`config.mk`:
```
export PLATFORM = sky130hd
export DESIGN_NAME = intel_hex_record_loader
export DESIGN_NICKNAME = d
export VERILOG_FILES = /design/src/hw/rtl/ihex_pkg.sv /design/src/hw/rtl/ihex_front.sv /design/src/hw/rtl/ihex_queue.sv /design/src/hw/rtl/ihex_parser.sv /design/src/hw/rtl/intel_hex_record_loader.sv
export VERILOG_INCLUDE_DIRS = /design/src /design/src/hw/rtl
export SDC_FILE = /design/constraint.sdc
export NUM_CORES = 1
export LEC_CHECK = 0
export BUFFER_PORTS_ARGS = -buffer_cell sky130_fd_sc_hd__buf_2
export CORE_AREA = 8 8 118 120
export CTS_BUF_LIST = sky130_fd_sc_hd__clkbuf_4
export CTS_CLUSTER_DIAMETER = 50
export CTS_CLUSTER_SIZE = 16
export DETAILED_ROUTE_END_ITERATION = 8
export DIE_AREA = 0 0 126 128
export PLACE_DENSITY = 0.78
export SYNTH_ARGS = -nofsm -noshare
export SYNTH_HDL_FRONTEND = slang
export SYNTH_HIERARCHICAL = 1
export SYNTH_SLANG_ARGS = --single-unit
```
`constraint.sdc`:
```
create_clock -name clk_i -period 4.6 [get_ports clk_i]
set_clock_uncertainty 0.05 [all_clocks]
set_input_delay 0.46 -clock clk_i [delete_from_list [all_inputs] [get_ports clk_i]]
set_output_delay 0.46 -clock clk_i [all_outputs]
set_load 0.02 [all_outputs]
```
`src/hw/rtl/intel_hex_record_loader_macros.svh`:
```
// Assertion macros shared by the loader's RTL files.
`ifndef INTEL_HEX_RECORD_LOADER_MACROS_SVH
`define INTEL_HEX_RECORD_LOADER_MACROS_SVH

// The expression must never hold while out of reset.
`define IHEX_ASSERT_NEVER(lbl, clk, rst_n, expr) \
  lbl: assert property (@(posedge clk) disable iff (!(rst_n)) !(expr)) \
    else $error("ihex: forbidden condition seen");

// The consequent must hold in the same cycle as the antecedent.
`define IHEX_ASSERT_IMP(lbl, clk, rst_n, ante, cons) \
  lbl: assert property (@(posedge clk) disable iff (!(rst_n)) (ante) |-> (cons)) \
    else $error("ihex: implication failed");

// The consequent must hold in the cycle after the antecedent.
`define IHEX_ASSERT_NEXT(lbl, clk, rst_n, ante, cons) \
  lbl: assert property (@(posedge clk) disable iff (!(rst_n)) (ante) |=> (cons)) \
    else $error("ihex: next-cycle implication failed");

`endif

```
`src/hw/rtl/ihex_pkg.sv`:
```
// Types and constants shared by the Intel HEX loader modules.
package ihex_pkg;

  localparam logic [7:0] CHAR_COLON   = 8'h3A;
  localparam logic [7:0] CHAR_NEWLINE = 8'h0A;
  localparam logic [7:0] CASE_MASK    = 8'hDF;
  localparam logic [7:0] DIGIT_LO     = 8'h30;
  localparam logic [7:0] DIGIT_HI     = 8'h39;
  localparam logic [7:0] ALPHA_LO     = 8'h41;
  localparam logic [7:0] ALPHA_HI     = 8'h46;
  localparam logic [7:0] TYPE_DATA    = 8'h00;
  localparam logic [7:0] TYPE_EOF     = 8'h01;

  typedef enum logic [1:0] {
    KIND_WRITE = 2'd0,
    KIND_OK    = 2'd1,
    KIND_ERROR = 2'd2
  } kind_e;

  typedef enum logic [6:0] {
    PH_COLON = 7'b0000001,
    PH_LEN   = 7'b0000010,
    PH_ADDR  = 7'b0000100,
    PH_TYPE  = 7'b0001000,
    PH_DATA  = 7'b0010000,
    PH_CSUM  = 7'b0100000,
    PH_SKIP  = 7'b1000000
  } phase_e;

  typedef struct packed {
    logic       eof;
    logic       colon;
    logic       newline;
    logic       hex;
    logic [3:0] value;
  } token_t;

endpackage

```
`src/hw/rtl/ihex_front.sv`:
```
// Front end: accepts characters and classifies them into tokens.
module ihex_front (
  input  logic              in_valid_i,
  output logic              in_stall_o,
  input  logic [7:0]        char_code_i,
  input  logic              end_of_file_i,
  input  logic              queue_full_i,
  output logic              push_o,
  output ihex_pkg::token_t  token_o
);

  logic [7:0] folded;
  logic       is_dec;
  logic       is_alpha;

  always_comb begin
    folded   = (char_code_i > ihex_pkg::DIGIT_HI) ? (char_code_i & ihex_pkg::CASE_MASK)
                                                  : char_code_i;
    is_dec   = (folded >= ihex_pkg::DIGIT_LO) && (folded <= ihex_pkg::DIGIT_HI);
    is_alpha = (folded >= ihex_pkg::ALPHA_LO) && (folded <= ihex_pkg::ALPHA_HI);
    token_o.eof     = end_of_file_i;
    token_o.colon   = (char_code_i == ihex_pkg::CHAR_COLON);
    token_o.newline = (char_code_i == ihex_pkg::CHAR_NEWLINE);
    token_o.hex     = is_dec || is_alpha;
    token_o.value   = is_dec ? folded[3:0] : (folded[3:0] + 4'd9);
  end

  assign in_stall_o = queue_full_i;
  assign push_o     = in_valid_i && !queue_full_i;

endmodule

```
`src/hw/rtl/ihex_queue.sv`:
```
// Short token queue between the front end and the record parser.
`include "intel_hex_record_loader_macros.svh"

module ihex_queue #(
  parameter int unsigned DEPTH = 4
) (
  input  logic              clk_i,
  input  logic              rst_ni,
  input  logic              push_i,
  input  ihex_pkg::token_t  push_token_i,
  output logic              full_o,
  input  logic              pop_i,
  output logic              valid_o,
  output ihex_pkg::token_t  pop_token_o
);

  localparam int unsigned PtrBits   = (DEPTH > 1) ? $clog2(DEPTH) : 1;
  localparam int unsigned CountBits = $clog2(DEPTH + 1);
  localparam logic [CountBits-1:0] DepthCount = CountBits'(DEPTH);

  ihex_pkg::token_t     slots_q [DEPTH];
  logic [PtrBits-1:0]   wr_ptr_q, wr_ptr_d;
  logic [PtrBits-1:0]   rd_ptr_q, rd_ptr_d;
  logic [CountBits-1:0] count_q, count_d;

  function automatic logic [PtrBits-1:0] next_ptr(input logic [PtrBits-1:0] ptr);
    logic [PtrBits-1:0] res;
    if (ptr == PtrBits'(DEPTH - 1)) begin
      res = '0;
    end else begin
      res = ptr + PtrBits'(1);
    end
    return res;
  endfunction

  always_comb begin
    wr_ptr_d = push_i ? next_ptr(wr_ptr_q) : wr_ptr_q;
    rd_ptr_d = pop_i ? next_ptr(rd_ptr_q) : rd_ptr_q;
    count_d  = count_q;
    if (push_i && !pop_i) begin
      count_d = count_q + CountBits'(1);
    end else if (pop_i && !push_i) begin
      count_d = count_q - CountBits'(1);
    end
  end

  always_ff @(posedge clk_i or negedge rst_ni) begin
    if (!rst_ni) begin
      wr_ptr_q <= '0;
      rd_ptr_q <= '0;
      count_q  <= '0;
    end else begin
      wr_ptr_q <= wr_ptr_d;
      rd_ptr_q <= rd_ptr_d;
      count_q  <= count_d;
    end
  end

  always_ff @(posedge clk_i) begin
    if (push_i) begin
      slots_q[wr_ptr_q] <= push_token_i;
    end
  end

  assign full_o      = (count_q == DepthCount);
  assign valid_o     = (count_q != '0);
  assign pop_token_o = slots_q[rd_ptr_q];

  `IHEX_ASSERT_NEVER(a_no_push_when_full, clk_i, rst_ni, push_i && full_o)
  `IHEX_ASSERT_NEVER(a_no_pop_when_empty, clk_i, rst_ni, pop_i && !valid_o)

endmodule

```
`src/hw/rtl/ihex_parser.sv`:
```
// Back end: record parser with its result register.
`include "intel_hex_record_loader_macros.svh"

module ihex_parser #(
  parameter int unsigned ADDR_BITS = 16
) (
  input  logic                  clk_i,
  input  logic                  rst_ni,
  input  logic                  token_valid_i,
  input  ihex_pkg::token_t      token_i,
  output logic                  pop_o,
  output logic                  out_valid_o,
  input  logic                  out_stall_i,
  output logic [1:0]            kind_o,
  output logic [ADDR_BITS-1:0]  write_address_o,
  output logic [7:0]            write_data_o
);

  ihex_pkg::phase_e phase_q, phase_d;
  logic [1:0]   digit_q, digit_d;
  logic [7:0]   len_q, len_d;
  logic [15:0]  load_q, load_d;
  logic         eof_rec_q, eof_rec_d;
  logic [15:0]  acc_q, acc_d;
  logic [7:0]   sum_q, sum_d;
  logic [7:0]   idx_q, idx_d;
  logic         stopped_q, stopped_d;

  logic                 out_valid_q, out_valid_d;
  ihex_pkg::kind_e      out_kind_q;
  logic [ADDR_BITS-1:0] out_addr_q;
  logic [7:0]           out_data_q;

  logic                 res_valid;
  ihex_pkg::kind_e      res_kind;
  logic [ADDR_BITS-1:0] res_addr;
  logic [7:0]           res_data;

  logic [15:0] acc_next;
  logic [7:0]  sum_field;
  logic [7:0]  idx_next;
  logic [15:0] addr_sum;
  logic        field_end;
  logic        fail;
  logic        done_ok;

  assign pop_o = token_valid_i && (!out_valid_q || !out_stall_i);

  always_comb begin
    phase_d   = phase_q;
    digit_d   = digit_q;
    len_d     = len_q;
    load_d    = load_q;
    eof_rec_d = eof_rec_q;
    acc_d     = acc_q;
    sum_d     = sum_q;
    idx_d     = idx_q;
    stopped_d = stopped_q;
    res_valid = 1'b0;
    res_kind  = ihex_pkg::KIND_WRITE;
    res_addr  = '0;
    res_data  = '0;
    fail      = 1'b0;
    done_ok   = 1'b0;
    acc_next  = {acc_q[11:0], token_i.value};
    sum_field = sum_q + acc_next[7:0];
    idx_next  = idx_q + 8'd1;
    addr_sum  = load_q + {8'h00, idx_q};
    field_end = (phase_q == ihex_pkg::PH_ADDR) ? (digit_q == 2'd3) : (digit_q == 2'd1);

    if (pop_o && !stopped_q) begin
      if (token_i.eof) begin
        fail = 1'b1;
      end else begin
        unique case (phase_q) inside
          ihex_pkg::PH_COLON: begin
            if (!token_i.colon) begin
              fail = 1'b1;
            end else begin
              phase_d = ihex_pkg::PH_LEN;
              digit_d = '0;
              acc_d   = '0;
              sum_d   = '0;
              idx_d   = '0;
            end
          end
          ihex_pkg::PH_SKIP: begin
            if (token_i.newline) begin
              phase_d = ihex_pkg::PH_COLON;
            end
          end
          ihex_pkg::PH_LEN, ihex_pkg::PH_ADDR, ihex_pkg::PH_TYPE,
          ihex_pkg::PH_DATA, ihex_pkg::PH_CSUM: begin
            if (!token_i.hex) begin
              fail = 1'b1;
            end else if (!field_end) begin
              digit_d = digit_q + 2'd1;
              acc_d   = acc_next;
            end else begin
              digit_d = '0;
              acc_d   = '0;
              case (phase_q)
                ihex_pkg::PH_LEN: begin
                  len_d   = acc_next[7:0];
                  sum_d   = sum_field;
                  phase_d = ihex_pkg::PH_ADDR;
                end
                ihex_pkg::PH_ADDR: begin
                  load_d  = acc_next;
                  sum_d   = sum_field + acc_next[15:8];
                  phase_d = ihex_pkg::PH_TYPE;
                end
                ihex_pkg::PH_TYPE: begin
                  sum_d     = sum_field;
                  eof_rec_d = (acc_next[7:0] == ihex_pkg::TYPE_EOF);
                  if (acc_next[7:0] == ihex_pkg::TYPE_EOF) begin
                    phase_d = ihex_pkg::PH_CSUM;
                  end else if (acc_next[7:0] == ihex_pkg::TYPE_DATA) begin
                    phase_d = (len_q != 8'h00) ? ihex_pkg::PH_DATA : ihex_pkg::PH_CSUM;
                  end else begin
                    fail = 1'b1;
                  end
                end
                ihex_pkg::PH_DATA: begin
                  sum_d     = sum_field;
                  idx_d     = idx_next;
                  res_valid = 1'b1;
                  res_kind  = ihex_pkg::KIND_WRITE;
                  res_addr  = addr_sum[ADDR_BITS-1:0];
                  res_data  = acc_next[7:0];
                  if (idx_next == len_q) begin
                    phase_d = ihex_pkg::PH_CSUM;
                  end
                end
                default: begin
                  sum_d = sum_field;
                  if (sum_field != 8'h00) begin
                    fail = 1'b1;
                  end else if (eof_rec_q) begin
                    done_ok = 1'b1;
                  end else begin
                    phase_d = ihex_pkg::PH_SKIP;
                  end
                end
              endcase
            end
          end
          default: begin
            fail = 1'b1;
          end
        endcase
      end
    end

    if (fail || done_ok) begin
      stopped_d = 1'b1;
      res_valid = 1'b1;
      res_kind  = fail ? ihex_pkg::KIND_ERROR : ihex_pkg::KIND_OK;
      res_addr  = '0;
      res_data  = '0;
    end

    out_valid_d = res_valid || (out_valid_q && out_stall_i);
  end

  always_ff @(posedge clk_i or negedge rst_ni) begin
    if (!rst_ni) begin
      phase_q     <= ihex_pkg::PH_COLON;
      digit_q     <= '0;
      len_q       <= '0;
      load_q      <= '0;
      eof_rec_q   <= 1'b0;
      acc_q       <= '0;
      sum_q       <= '0;
      idx_q       <= '0;
      stopped_q   <= 1'b0;
      out_valid_q <= 1'b0;
    end else begin
      phase_q     <= phase_d;
      digit_q     <= digit_d;
      len_q       <= len_d;
      load_q      <= load_d;
      eof_rec_q   <= eof_rec_d;
      acc_q       <= acc_d;
      sum_q       <= sum_d;
      idx_q       <= idx_d;
      stopped_q   <= stopped_d;
      out_valid_q <= out_valid_d;
    end
  end

  always_ff @(posedge clk_i) begin
    if (res_valid) begin
      out_kind_q <= res_kind;
      out_addr_q <= res_addr;
      out_data_q <= res_data;
    end
  end

  assign out_valid_o     = out_valid_q;
  assign kind_o          = out_kind_q;
  assign write_address_o = out_addr_q;
  assign write_data_o    = out_data_q;

  `IHEX_ASSERT_NEXT(a_silent_once_stopped, clk_i, rst_ni,
                    stopped_q && !out_valid_q, !out_valid_q)
  `IHEX_ASSERT_IMP(a_status_zero_payload, clk_i, rst_ni,
                   out_valid_q && (out_kind_q != ihex_pkg::KIND_WRITE),
                   (out_addr_q == '0) && (out_data_q == 8'h00))
  `IHEX_ASSERT_IMP(a_status_means_stopped, clk_i, rst_ni,
                   out_valid_q && (out_kind_q != ihex_pkg::KIND_WRITE), stopped_q)

endmodule

```
`src/hw/rtl/intel_hex_record_loader.sv`:
```
// Intel HEX record loader: top level joining front end, queue and parser.
//
// The input channel takes one character of the file text per transfer, or an
// end-of-file marker, with in_valid_i and in_stall_o. The output channel gives
// program-memory writes and one final status (load finished or format error)
// with out_valid_o and out_stall_i.
// A character is classified and written into the queue in the cycle of its
// transfer; the parser then pops it from the queue and puts any result into
// the output register.
// Throughput is one character per cycle while the receiver does not stall;
// each character gives at most one result.
// When the receiver stalls, the result is held and the parser stops taking
// tokens; the queue of QUEUE_DEPTH tokens fills and then in_stall_o rises.
// After a status result all further input is taken and ignored.
// Reset clears the queue, the output valid flag and the parser, which then
// waits for the colon that opens a record.
module intel_hex_record_loader #(
  parameter int unsigned ADDR_BITS   = 16,
  parameter int unsigned QUEUE_DEPTH = 4
) (
  input  logic                 clk_i,
  input  logic                 rst_ni,
  input  logic                 in_valid_i,
  output logic                 in_stall_o,
  input  logic [7:0]           char_code_i,
  input  logic                 end_of_file_i,
  output logic                 out_valid_o,
  input  logic                 out_stall_i,
  output logic [1:0]           kind_o,
  output logic [ADDR_BITS-1:0] write_address_o,
  output logic [7:0]           write_data_o
);

  logic             push;
  logic             queue_full;
  logic             pop;
  logic             token_valid;
  ihex_pkg::token_t push_token;
  ihex_pkg::token_t pop_token;

  ihex_front u_front (
    .in_valid_i    (in_valid_i),
    .in_stall_o    (in_stall_o),
    .char_code_i   (char_code_i),
    .end_of_file_i (end_of_file_i),
    .queue_full_i  (queue_full),
    .push_o        (push),
    .token_o       (push_token)
  );

  ihex_queue #(
    .DEPTH (QUEUE_DEPTH)
  ) u_queue (
    .clk_i        (clk_i),
    .rst_ni       (rst_ni),
    .push_i       (push),
    .push_token_i (push_token),
    .full_o       (queue_full),
    .pop_i        (pop),
    .valid_o      (token_valid),
    .pop_token_o  (pop_token)
  );

  ihex_parser #(
    .ADDR_BITS (ADDR_BITS)
  ) u_parser (
    .clk_i           (clk_i),
    .rst_ni          (rst_ni),
    .token_valid_i   (token_valid),
    .token_i         (pop_token),
    .pop_o           (pop),
    .out_valid_o     (out_valid_o),
    .out_stall_i     (out_stall_i),
    .kind_o          (kind_o),
    .write_address_o (write_address_o),
    .write_data_o    (write_data_o)
  );

endmodule
```
* After elaboration in Yosys (flattened, before gate mapping) *
Memory sizes are Yosys's and may differ from the RTL's.
Index checks and enable logic that the tools add are counted.

word-level totals
  memories = 1
  output and inout port bits = 28
  bits in writable memories = 32
  register bits = 97

cells by class
  bitwise logic cells = 6
  equality and inequality tests = 25
  reductions and logical operators = 36
  mux-type cells = 64
  add/subtract/negate cells = 10
  $lt $le $gt $ge = 5

memory list
  name             words  bits a word  rd ports  clocked after memory_dff  write ports  RTL line          source
  u_queue.slots_q  4      8            1         0                         1            ihex_queue.sv:21  ihex_pkg::token_t slots_q [DEPTH];

operators by type and width
  kind                 number
  $mux 7               9
  $mux 8               7
  $mux 12              3
  $pmux 8 s2           2
  $pmux 7 s4           1
  $mux 1               26
  $pmux 12 s2          1
  $reduce_and 6->1     4
  $pmux 7 s3           1
  $add 16x8->16        1
  $add 8x8->8          2
  $reduce_bool 8->1    2
  $mux 2               6
  $mux 6               2
  $reduce_and 11->1    1
  $add 8x1->8 const B  1
  $eq 8x1->1 const B   1
  $eq 8x4->1 const B   1
  $eq 8x6->1 const B   1
  $eq 8x8->1           1
  $ge 8x6->1 const B   1
  $ge 8x7->1 const B   1
  $gt 8x6->1 const B   1
  $le 8x6->1 const B   1
  39 further kinds     69

* Depth between registers and ports, before layout *
Gate-level depths: netlist of the first run.
An unclocked memory read counts as a cell.

  depth in word-level cells = 13
  gate-level depth with buffers = 14

* Modules after synthesis *
Netlist of the first run, hierarchy kept.

by module, submodules not included
  module       cells an instance  seq. area each (µm²)  times used  area each (µm²)
  ihex_parser  519                2383.5                1           5235.0
  ihex_queue   79                 1136.1                1           1571.5
  ihex_front   33                 0.0                   1           261.5

* Worst setup path before layout of the first run *
OpenSTA, ideal clock, no wires.

  path kind = reg2reg
  start point = reg u_queue.rd_ptr_q[0]
  end point = reg u_parser.out_kind_q[0] (netlist: u_parser/kind_o[0]), enable pin
  data arrival time = 3.500 ns
  slack = 0.667 ns
  stages on the path, launching flop included = 12
  path buffers = 1
  setup time = 0.383 ns
  cells stage by stage = dfrtp_1 -> buf_6 -> mux4_2 -> ha_1 -> fa_1 -> a211oi_1 -> nor2_1 -> xor2_1 -> a2111oi_2 -> a211o_1 -> a41o_1 -> nand2_1

RTL lines
  what                    RTL line            source
  start, declared         ihex_queue.sv:23    logic [PtrBits-1:0] rd_ptr_q, rd_ptr_d;
  start signal, assigned  ihex_queue.sv:54    rd_ptr_q <= rd_ptr_d;
  end signal, assigned    ihex_parser.sv:194  out_kind_q <= res_kind;
  end, declared           ihex_parser.sv:30   ihex_pkg::kind_e out_kind_q;

==> parameters.txt, run 1 <==
Parameter                              Value

Run status
  Outcome ... complete, no violations

Die
  Area of the core ... 12200 um^2
  Ports placed on the boundary ... 41
  Die area ... 16100 um^2
  Die height ... 128 um
  Die boundary width ... 126 um
  Count of standard-cell rows ... 41
  Initial cell density of the core ... 0.579

Placement
  Gp weighted congestion ... 0.946
  PortBufs ... 40
  Standard cell area after detailed placement ... 7410 um^2
  Post-DP HPWL ... 10900 um

Cells and area
  Total Nets Final ... 728
  Leading cell types in the layout, fill and taps excluded ... sky130_fd_sc_hd__dfrtp_1, sky130_fd_sc_hd__nand2_1, sky130_fd_sc_hd__edfxtp_1
  Antenna Diode Count ... 0
  Final design instance area without fill ... 7740 um^2
  Synthesis-to-layout area growth ... 9.54%
  Fraction of layout cells with a size suffix above 1 ... 0.188
  Most common cell after layout, fill and taps aside ... sky130_fd_sc_hd__dfrtp_1

STA
  Final Max Tran Viols ... 0
  Min Tclk post-route ... 4.41 ns
  RSZ-0062 raised after global routing ... false
  Pin slew with the least headroom to its limit ... 0.858 ns
  Count of final setup violators ... 0
  Worst relative slew slack ... 0.428
  Maximum frequency from static timing analysis ... 0.227 GHz
  Setup TNS ... 0 ns
  Crit share post-route ... 0.959
  Final count of hold timing violations ... 0

Pwr
  Clock power frac ... 0.207
  Reg power frac ... 0.398
  Worst ir drop on vdd ... 0.320 mV
  Switching power share of the total ... 0.386
  Power Density ... 537 nW/um^2
  Internal portion of total power ... 2.55 mW
  Reported net switching power ... 1.60 mW
  Leakage power ... 3.22 nW
  Part of the power in combinational logic ... 0.395

Yosys
  Mux contribution to synthesized area ... 0.0878
  Post-synthesis instance total ... 631
  Synth Area in Compound Gates ... 0.118
  Fraction of post-synthesis cell area in the top cell type by area ... 0.248
  Count of yosys warnings during synthesis ... 6
  Portion of the post-synthesis area used by sequential elements ... 0.498
  Post-synthesis register bit count ... 129
  Library cells used by synthesis ... 75
  Adder-Cell Fraction of Synth Area ... 0.0697
  Number of enable-type register cells in the synthesized netlist ... 58
  Area leader, netlist ... sky130_fd_sc_hd__dfrtp_1
  Summed instance area of the synthesized netlist ... 7070 um^2
  Average footprint of a synthesized cell ... 11.2 um^2
  Cell types with the largest area share after synthesis ... sky130_fd_sc_hd__dfrtp_1, sky130_fd_sc_hd__edfxtp_1, sky130_fd_sc_hd__ha_1, sky130_fd_sc_hd__mux2_2, sky130_fd_sc_hd__o21ai_0
  Fraction of synthesized cell area in xor and xnor cells ... 0.0372
  Dominant register cell in the synthesized netlist ... sky130_fd_sc_hd__dfrtp_1
  Area fraction in and, or, nand and nor cells after synthesis ... 0.165
  Main combinational cell family by area after synthesis ... simple AND/OR/NAND/NOR gates
  Share of flip-flops with an asynchronous set or reset after synthesis ... 0.550
  Synthesized Nets ... 681

GRT
  Global-route wire length before repair ... 24600 um
  Antenna violations before repair ... 0
  GRT Overall Usage ... 0.195
  Pin count of the biggest net entering global routing ... 39
  Overflow after GRT ... 0
  Vias in the first global route ... 5101

Clock network
  H-tree levels ... 4
  Master cell of the clock root buffer ... sky130_fd_sc_hd__clkbuf_4
  Clock tree from TritonCTS ... yes
  Longest Clk Path Bufs ... 2
  Clock insertion delay at the later pin of the skew report ... 0.55 ns
  Clock Pin Slew Worst Setup and Hold Paths ... 0.11 ns
  Number of clock sinks ... 129
  Post CTS Setup Buffer Count ... 0
  Cts bufs inserted ... 17

Route
  Avg WL per Cell ... 17.7 um
  Vias/cell ... 5.95
  Detailed-route wire length ... 14900 um
  Remaining number of nets flagged by the antenna check after routing ... 0
  Initial DRT Pass Iterations ... 5
  Number of vias after detailed routing ... 5004
  Drt drc ... 0
  Number of DRC markers after the initial detailed-route iteration ... 386

Hold path
  Type of the worst min-delay path ... in -> reg
  Startpoint of the lowest-slack hold path ... end_of_file_i

Worst setup path
  Worst endpoint required time ... 4.98 ns
  Category of the worst setup path launch point ... flop
  R2r startpoint ... u_queue/rd_ptr_q[0]$_DFFE_PN0P_
  Worst setup startpoint ... u_queue/rd_ptr_q[0]$_DFFE_PN0P_
  Worst setup path category ... reg -> reg
  Biggest fanout along the worst timing path ... 7
  Type of destination of the critical path ... flop
  Worst EP arrival ... 4.79 ns

Run
  Number of maximum-capacitance constraint violations ... 0
[repair_timing]
action	in CTS	in global routing
endpoints found under the hold margin	36	0
setup endpoints to repair	0	4
hold buffers	1	0
gates resized for setup	0	0
[registers in the layout, summed over array words and instances, names as in the netlist, 2 cells and up]
signal	cells
u_parser/write_data_o	8
u_parser/acc_q	12
u_queue/rd_ptr_q	2
u_queue/wr_ptr_q	2
u_parser/write_address_o	16
u_parser/len_q	8
u_parser/load_q	16
u_parser/sum_q	8
u_parser/digit_q	2
u_parser/kind_o	2
u_parser/phase_q	7
u_queue/count_q	3
u_parser/idx_q	8
u_queue/slots_q	32
[per-layer routing]
metal | vias up | wire length [um] | global-route usage
li1 | 2419 | - | -
met1 | 2401 | 6230 | 0.231
met2 | 151 | 7270 | 0.324
met3 | 33 | 917 | 0.0474
met4 | 0 | 442 | 0.103
met5 | - | 0 | 0
[layout make-up]
class | count | area (um^2)
clock buffers | 18 | 135
repair buffers | 46 | 248
flip-flops and latches | 129 | 3520
multi-input cells | 461 | 3380
clock inverters | 14 | 189
well taps | 150 | 188
fillers | 974 | 4470
inverters | 23 | 86.3
[cell families after synthesis]
logic type      Yosys count
simple gates            219
compound gates          129
flops                   129
mux                      46
buf+inv                  41
fa+ha+maj                37
xor+xnor                 30
[metrics by stage]
stage               setup slack, ns  power, mW  hold slack (ns)  cells   util
finish                        0.191       4.15           0.0773    841  0.634
global route                0.00807       4.45           0.0252    841  0.634
CTS                           0.217       4.18           0.0311    841  0.634
detailed placement            0.248       3.31            0.421    808  0.607
global placement              0.443       3.25            0.421    808  0.607
floorplan                     0.667       2.85            0.114    631      -
[cells in the mapped netlist (7+ instances only)]
cell,n
sky130_fd_sc_hd__o21ai_0,48
sky130_fd_sc_hd__nand3_1,14
sky130_fd_sc_hd__xor2_1,11
sky130_fd_sc_hd__nor2_1,43
sky130_fd_sc_hd__dfrtp_1,70
sky130_fd_sc_hd__nor2b_1,7
sky130_fd_sc_hd__nor3_1,9
sky130_fd_sc_hd__ha_1,33
sky130_fd_sc_hd__clkbuf_1,13
sky130_fd_sc_hd__mux4_2,8
sky130_fd_sc_hd__nand2_1,60
sky130_fd_sc_hd__mux2_2,28
sky130_fd_sc_hd__and3_1,13
sky130_fd_sc_hd__or3_1,9
sky130_fd_sc_hd__a21oi_1,23
sky130_fd_sc_hd__nand2b_1,11
sky130_fd_sc_hd__inv_1,23
sky130_fd_sc_hd__xnor2_1,19
sky130_fd_sc_hd__and2_1,17
sky130_fd_sc_hd__edfxtp_1,58
[final timing paths]
kind | to | slack, ns | cells after the start
worst max-delay path | u_parser/phase_q[6]$_DFFE_PN0P_ | 0.19 | 10
worst min-delay path | u_queue/slots_q[3][7]$_DFFE_PP_ | 0.08 | 1
worst max register to register | u_parser/phase_q[6]$_DFFE_PN0P_ | 0.19 | 10
worst min register to register | u_queue/count_q[2]$_DFFE_PN0P_ | 0.44 | 1
max in group asynchronous | u_parser/load_q[15]$_DFFE_PN0P_ | 3.04 | 3
min in group asynchronous | u_parser/idx_q[6]$_DFFE_PN0P_ | 0.51 | 2
[critical path, stage by stage, from the launching register on]
cell and delay (ns):
sky130_fd_sc_hd__dfrtp_1 0.53, sky130_fd_sc_hd__buf_4 0.23, sky130_fd_sc_hd__mux4_2 0.62, sky130_fd_sc_hd__ha_1 0.34
sky130_fd_sc_hd__a211oi_1 0.43, sky130_fd_sc_hd__o21a_1 0.21, sky130_fd_sc_hd__o21ai_0 0.12, sky130_fd_sc_hd__a2111oi_2 0.55
sky130_fd_sc_hd__a21oi_1 0.28, sky130_fd_sc_hd__nor4_4 0.58, sky130_fd_sc_hd__mux2_4 0.35
[power groups by stage]
stage	clock network [mW]	registers, mW	logic [mW]
2_1_floorplan	0	1.66	1.19
3_3_place_gp	0	1.67	1.58
3_5_place_dp	0	1.68	1.63
4_1_cts	0.881	1.66	1.64
5_1_grt	0.935	1.68	1.83
6_report	0.860	1.65	1.64
(Power assumes the default switching activity.)
==> run 2: changes to the inputs <==
- ABC_AREA: not set -> 1
- CORE_AREA: 8 8 118 120 -> 8 8 122 124
- DIE_AREA: 0 0 126 128 -> 0 0 130 132
- GPL_TIMING_DRIVEN: not set -> 0
- PLACE_DENSITY: 0.78 -> 0.77
==> run 2 against run 1 <==
Synthesized area increased by 6.9%. Synthesized cell count increased by 40%. Utilization up 1.1 points. Count of clock-buffer cells in the layout fell by 1. Worst setup slack better by 0.16 ns. Sequential power is 18% lower. Die area increased by 6.4%. Flip-flop and latch count did not move. Routed wire length grew 12%.
==> parameters.txt, run 2 <==
Parameter                              Value

Die
  Die boundary width ... 130 um (was 126 um)
  Ports placed on the boundary ... 41 (unchanged)
  Count of standard-cell rows ... 42 (was 41)
  Die height ... 132 um (was 128 um)
  Area of the core ... 13000 um^2 (was 12200 um^2)
  Die area ... 17200 um^2 (was 16100 um^2)
  Initial cell density of the core ... 0.582 (was 0.579)

Pwr
  Leakage power ... 3.83 nW (was 3.22 nW)
  Overall power after layout ... 3.24 mW (was 4.15 mW)
  Worst ir drop on vdd ... 0.183 mV (was 0.320 mV)
  Power Density ... 387 nW/um^2 (was 537 nW/um^2)

Cells and area
  Most common cell after layout, fill and taps aside ... sky130_fd_sc_hd__nand2_1 (was sky130_fd_sc_hd__dfrtp_1)
  Number of fill cells ... 1087 (was 974)
  Final standard cell utilization of the core ... 0.645 (was 0.634)
  Number of flip-flops under the largest register name ... 32 (unchanged)
  Multi-input logic area ... 3410 um^2 (was 3380 um^2)
  Most flop-heavy register ... u_queue/slots_q (unchanged)
  Fraction of layout cells with a size suffix above 1 ... 0.176 (was 0.188)
  Total Nets Final ... 993 (was 728)
  Leading cell types in the layout, fill and taps excluded ... sky130_fd_sc_hd__nand2_1, sky130_fd_sc_hd__inv_1, sky130_fd_sc_hd__dfrtp_1 (was sky130_fd_sc_hd__dfrtp_1, sky130_fd_sc_hd__nand2_1, sky130_fd_sc_hd__edfxtp_1)
  Synthesis-to-layout area growth ... 10.9% (was 9.54%)
  Final design instance area without fill ... 8370 um^2 (was 7740 um^2)
  Sequential standard cell area ... 3520 um^2 (unchanged)

Clock network
  Clock tree from TritonCTS ... yes (unchanged)
  H-tree levels ... 4 (unchanged)
  Clock insertion delay at the later pin of the skew report ... 0.54 ns (was 0.55 ns)
  Cts bufs inserted ... 17 (unchanged)
  Clock Pin Slew Worst Setup and Hold Paths ... 0.12 ns (was 0.11 ns)
  Number of clock sinks ... 129 (unchanged)
  Longest Clk Path Bufs ... 2 (unchanged)
  Master cell of the clock root buffer ... sky130_fd_sc_hd__clkbuf_4 (unchanged)

Yosys
  Synthesized Nets ... 933 (was 681)
  Most instantiated cells after synthesis ... sky130_fd_sc_hd__nand2_1, sky130_fd_sc_hd__inv_1, sky130_fd_sc_hd__dfrtp_1 (was sky130_fd_sc_hd__dfrtp_1, sky130_fd_sc_hd__nand2_1, sky130_fd_sc_hd__edfxtp_1)
  Post-synthesis instance total ... 883 (was 631)
  Dominant register cell in the synthesized netlist ... sky130_fd_sc_hd__dfrtp_1 (unchanged)
  Portion of the post-synthesis area used by sequential elements ... 0.466 (was 0.498)
  Count of yosys warnings during synthesis ... 6 (unchanged)
  Library cells used by synthesis ... 48 (was 75)
  Post-synthesis register bit count ... 129 (unchanged)
  Share of flip-flops with an asynchronous set or reset after synthesis ... 0.550 (unchanged)
  Summed instance area of the synthesized netlist ... 7550 um^2 (was 7070 um^2)
  Cell types with the largest area share after synthesis ... sky130_fd_sc_hd__dfrtp_1, sky130_fd_sc_hd__edfxtp_1, sky130_fd_sc_hd__nand2_1, sky130_fd_sc_hd__inv_1, sky130_fd_sc_hd__ha_1 (was sky130_fd_sc_hd__dfrtp_1, sky130_fd_sc_hd__edfxtp_1, sky130_fd_sc_hd__ha_1, sky130_fd_sc_hd__mux2_2, sky130_fd_sc_hd__o21ai_0)
  Most repeated cell in the gate-level netlist after synthesis ... sky130_fd_sc_hd__nand2_1 (was sky130_fd_sc_hd__dfrtp_1)
  Average footprint of a synthesized cell ... 8.55 um^2 (was 11.2 um^2)
  Fraction of post-synthesis cell area in the top cell type by area ... 0.232 (was 0.248)
  Area leader, netlist ... sky130_fd_sc_hd__dfrtp_1 (unchanged)
  Number of enable-type register cells in the synthesized netlist ... 58 (unchanged)

STA
  Crit share post-route ... 0.924 (was 0.959)
  Worst relative slew slack ... 0.540 (was 0.428)
  Pin slew with the least headroom to its limit ... 0.689 ns (was 0.858 ns)
  Setup TNS ... 0 ns (unchanged)
  Final worst-path setup slack ... 0.350 ns (was 0.191 ns)
  Min Tclk post-route ... 4.25 ns (was 4.41 ns)
  Final count of hold timing violations ... 0 (unchanged)
  Final Max Tran Viols ... 0 (unchanged)
  Count of final setup violators ... 0 (unchanged)
  RSZ-0062 raised after global routing ... false (unchanged)
  Maximum frequency from static timing analysis ... 0.235 GHz (was 0.227 GHz)

Placement
  Post-DP HPWL ... 12200 um (was 10900 um)
  Standard cell area after detailed placement ... 8000 um^2 (was 7410 um^2)
  Gp weighted congestion ... 0.915 (was 0.946)
  Worst slack at placement ... -0.0455 ns (was 0.248 ns)
  PortBufs ... 39 (was 40)

Worst setup path
  Category of the worst setup path launch point ... flop (unchanged)
  Biggest fanout along the worst timing path ... 26 (was 7)
  Type of destination of the critical path ... flop (unchanged)
  Worst setup path category ... reg -> reg (unchanged)
  Worst endpoint required time ... 4.62 ns (was 4.98 ns)
  Worst EP arrival ... 4.27 ns (was 4.79 ns)

Run status
  Outcome ... complete, no violations (unchanged)

Route
  Remaining number of nets flagged by the antenna check after routing ... 0 (unchanged)
  Number of vias after detailed routing ... 6029 (was 5004)
  Avg WL per Cell ... 14.6 um (was 17.7 um)
  Vias/cell ... 5.32 (was 5.95)
  Drt drc ... 0 (unchanged)
  Initial DRT Pass Iterations ... 7 (was 5)
  Number of DRC markers after the initial detailed-route iteration ... 436 (was 386)
  Detailed-route wire length ... 16600 um (was 14900 um)

GRT
  Vias in the first global route ... 5672 (was 5101)
  Overflow after GRT ... 0 (unchanged)
  GRT Overall Usage ... 0.205 (was 0.195)
  Pin count of the biggest net entering global routing ... 70 (was 39)
  Global-route wire length before repair ... 27700 um (was 24600 um)
  Antenna violations before repair ... 1 (was 0)

Run
  Number of maximum-capacitance constraint violations ... 0 (unchanged)

Hold path
  Type of the worst min-delay path ... in -> reg (unchanged)
## run 2: cell count changes after synthesis, sizes merged, moves of 16 or more
| cell | before | now |
|---|---|---|
| nand2 | 60 | 245 |
| inv | 23 | 129 |
| nand3 | 14 | 64 |
| nor2 | 43 | 84 |
| mux2 | 33 | 0 |
| o21ai | 53 | 75 |
| and2 | 17 | 1 |
| o211ai | 2 | 18 |
## run 2: power breakdown
part / internal [mW] / switching, mW / total (mW) / leakage, nW
sequential: 1.30 / 0.0476 / 1.35 / 1.36
clock: 0.493 / 0.450 / 0.943 / 0.187
combinational: 0.309 / 0.638 / 0.948 / 2.28
total: 2.11 / 1.14 / 3.24 / 3.83
## run 2: cells by family (layout without fill, tap and decap cells)
family                     after synthesis  in the layout  share of synthesized area
adders and majority gates               37             37                     0.0653
other                                    0              1                          0
xor gates and xnor gates                18             18                     0.0209
muxes                                    1              1                    0.00133
AOI/OAI and AO/OA                      120            120                     0.0971
DFF                                    129            129                      0.466
buffers and inverters                  147            220                     0.0835
and+or+nand+nor                        431            431                      0.266
## run 2: path summary, 6_finish.rpt
check / to / cells past startpoint / slack (ns) / startpoint
worst min register to register: u_parser/stopped_q$_DFFE_PN0P_ / 2 / 0.44 / u_parser/stopped_q$_DFFE_PN0P_
worst max-delay path: u_parser/write_data_o[5]$_SDFFCE_PP0P_ / 16 / 0.35 / u_queue/rd_ptr_q[0]$_DFFE_PN0P_
worst max register to register: u_parser/write_data_o[5]$_SDFFCE_PP0P_ / 16 / 0.35 / u_queue/rd_ptr_q[0]$_DFFE_PN0P_
max in group asynchronous: u_parser/phase_q[0]$_DFFE_PN1P_ / 3 / 3.73 / rst_ni
worst min-delay path: u_queue/slots_q[2][7]$_DFFE_PP_ / 1 / 0.07 / end_of_file_i
min in group asynchronous: u_queue/count_q[1]$_DFFE_PN0P_ / 2 / 0.19 / rst_ni
## run 2: per-layer routing
layer | global-route usage | vias to the layer above | part of all wire
met5 | 0 | - | 0
met4 | 0.0839 | 0 | 0.031
met3 | 0.0396 | 44 | 0.057
met2 | 0.334 | 182 | 0.47
met1 | 0.262 | 2783 | 0.44
li1 | - | 3020 | -
## run 2: what timing repair did
action	CTS	global route
resized for setup	1	0
setup endpoints to repair	26	0
endpoints found under the hold margin	70	0
hold buffers	1	0
buffers inserted	0	0
## run 2: cell type report
type | count | share of cell area
antenna | 1 | 0.000299
buffer | 18 | 0.0172
clock buffer | 17 | 0.0152
clock inverter | 15 | 0.0274
inverter | 129 | 0.0581
multi-input combinational | 607 | 0.407
sequential | 129 | 0.420
tap | 176 | 0.0263
timing repair buffer | 41 | 0.0281
## run 2: critical path, stage by stage (launching register included)
cell and delay (ns):
sky130_fd_sc_hd__dfrtp_1 0.43, sky130_fd_sc_hd__inv_2 0.13, sky130_fd_sc_hd__buf_6 0.16, sky130_fd_sc_hd__nand2_1 0.06, sky130_fd_sc_hd__o211ai_1 0.07, sky130_fd_sc_hd__nand2_1 0.19
sky130_fd_sc_hd__ha_1 0.29, sky130_fd_sc_hd__fa_1 0.50, sky130_fd_sc_hd__or2_2 0.32, sky130_fd_sc_hd__nor2_1 0.12, sky130_fd_sc_hd__nand3_1 0.10, sky130_fd_sc_hd__nor2_1 0.25
sky130_fd_sc_hd__nand3_1 0.18, sky130_fd_sc_hd__nand2_1 0.10, sky130_fd_sc_hd__nand2_1 0.05, sky130_fd_sc_hd__nand2_1 0.18, sky130_fd_sc_hd__nand3_2 0.58
## run 2: per-stage QoR
stage / instances / hold slack [ns]
global placement: 1098 / 0.403
finish: 1133 / 0.0701
global route: 1133 / 0.0330
detailed placement: 1099 / 0.214
CTS: 1132 / 0.0356
floorplan: 883 / 0.114
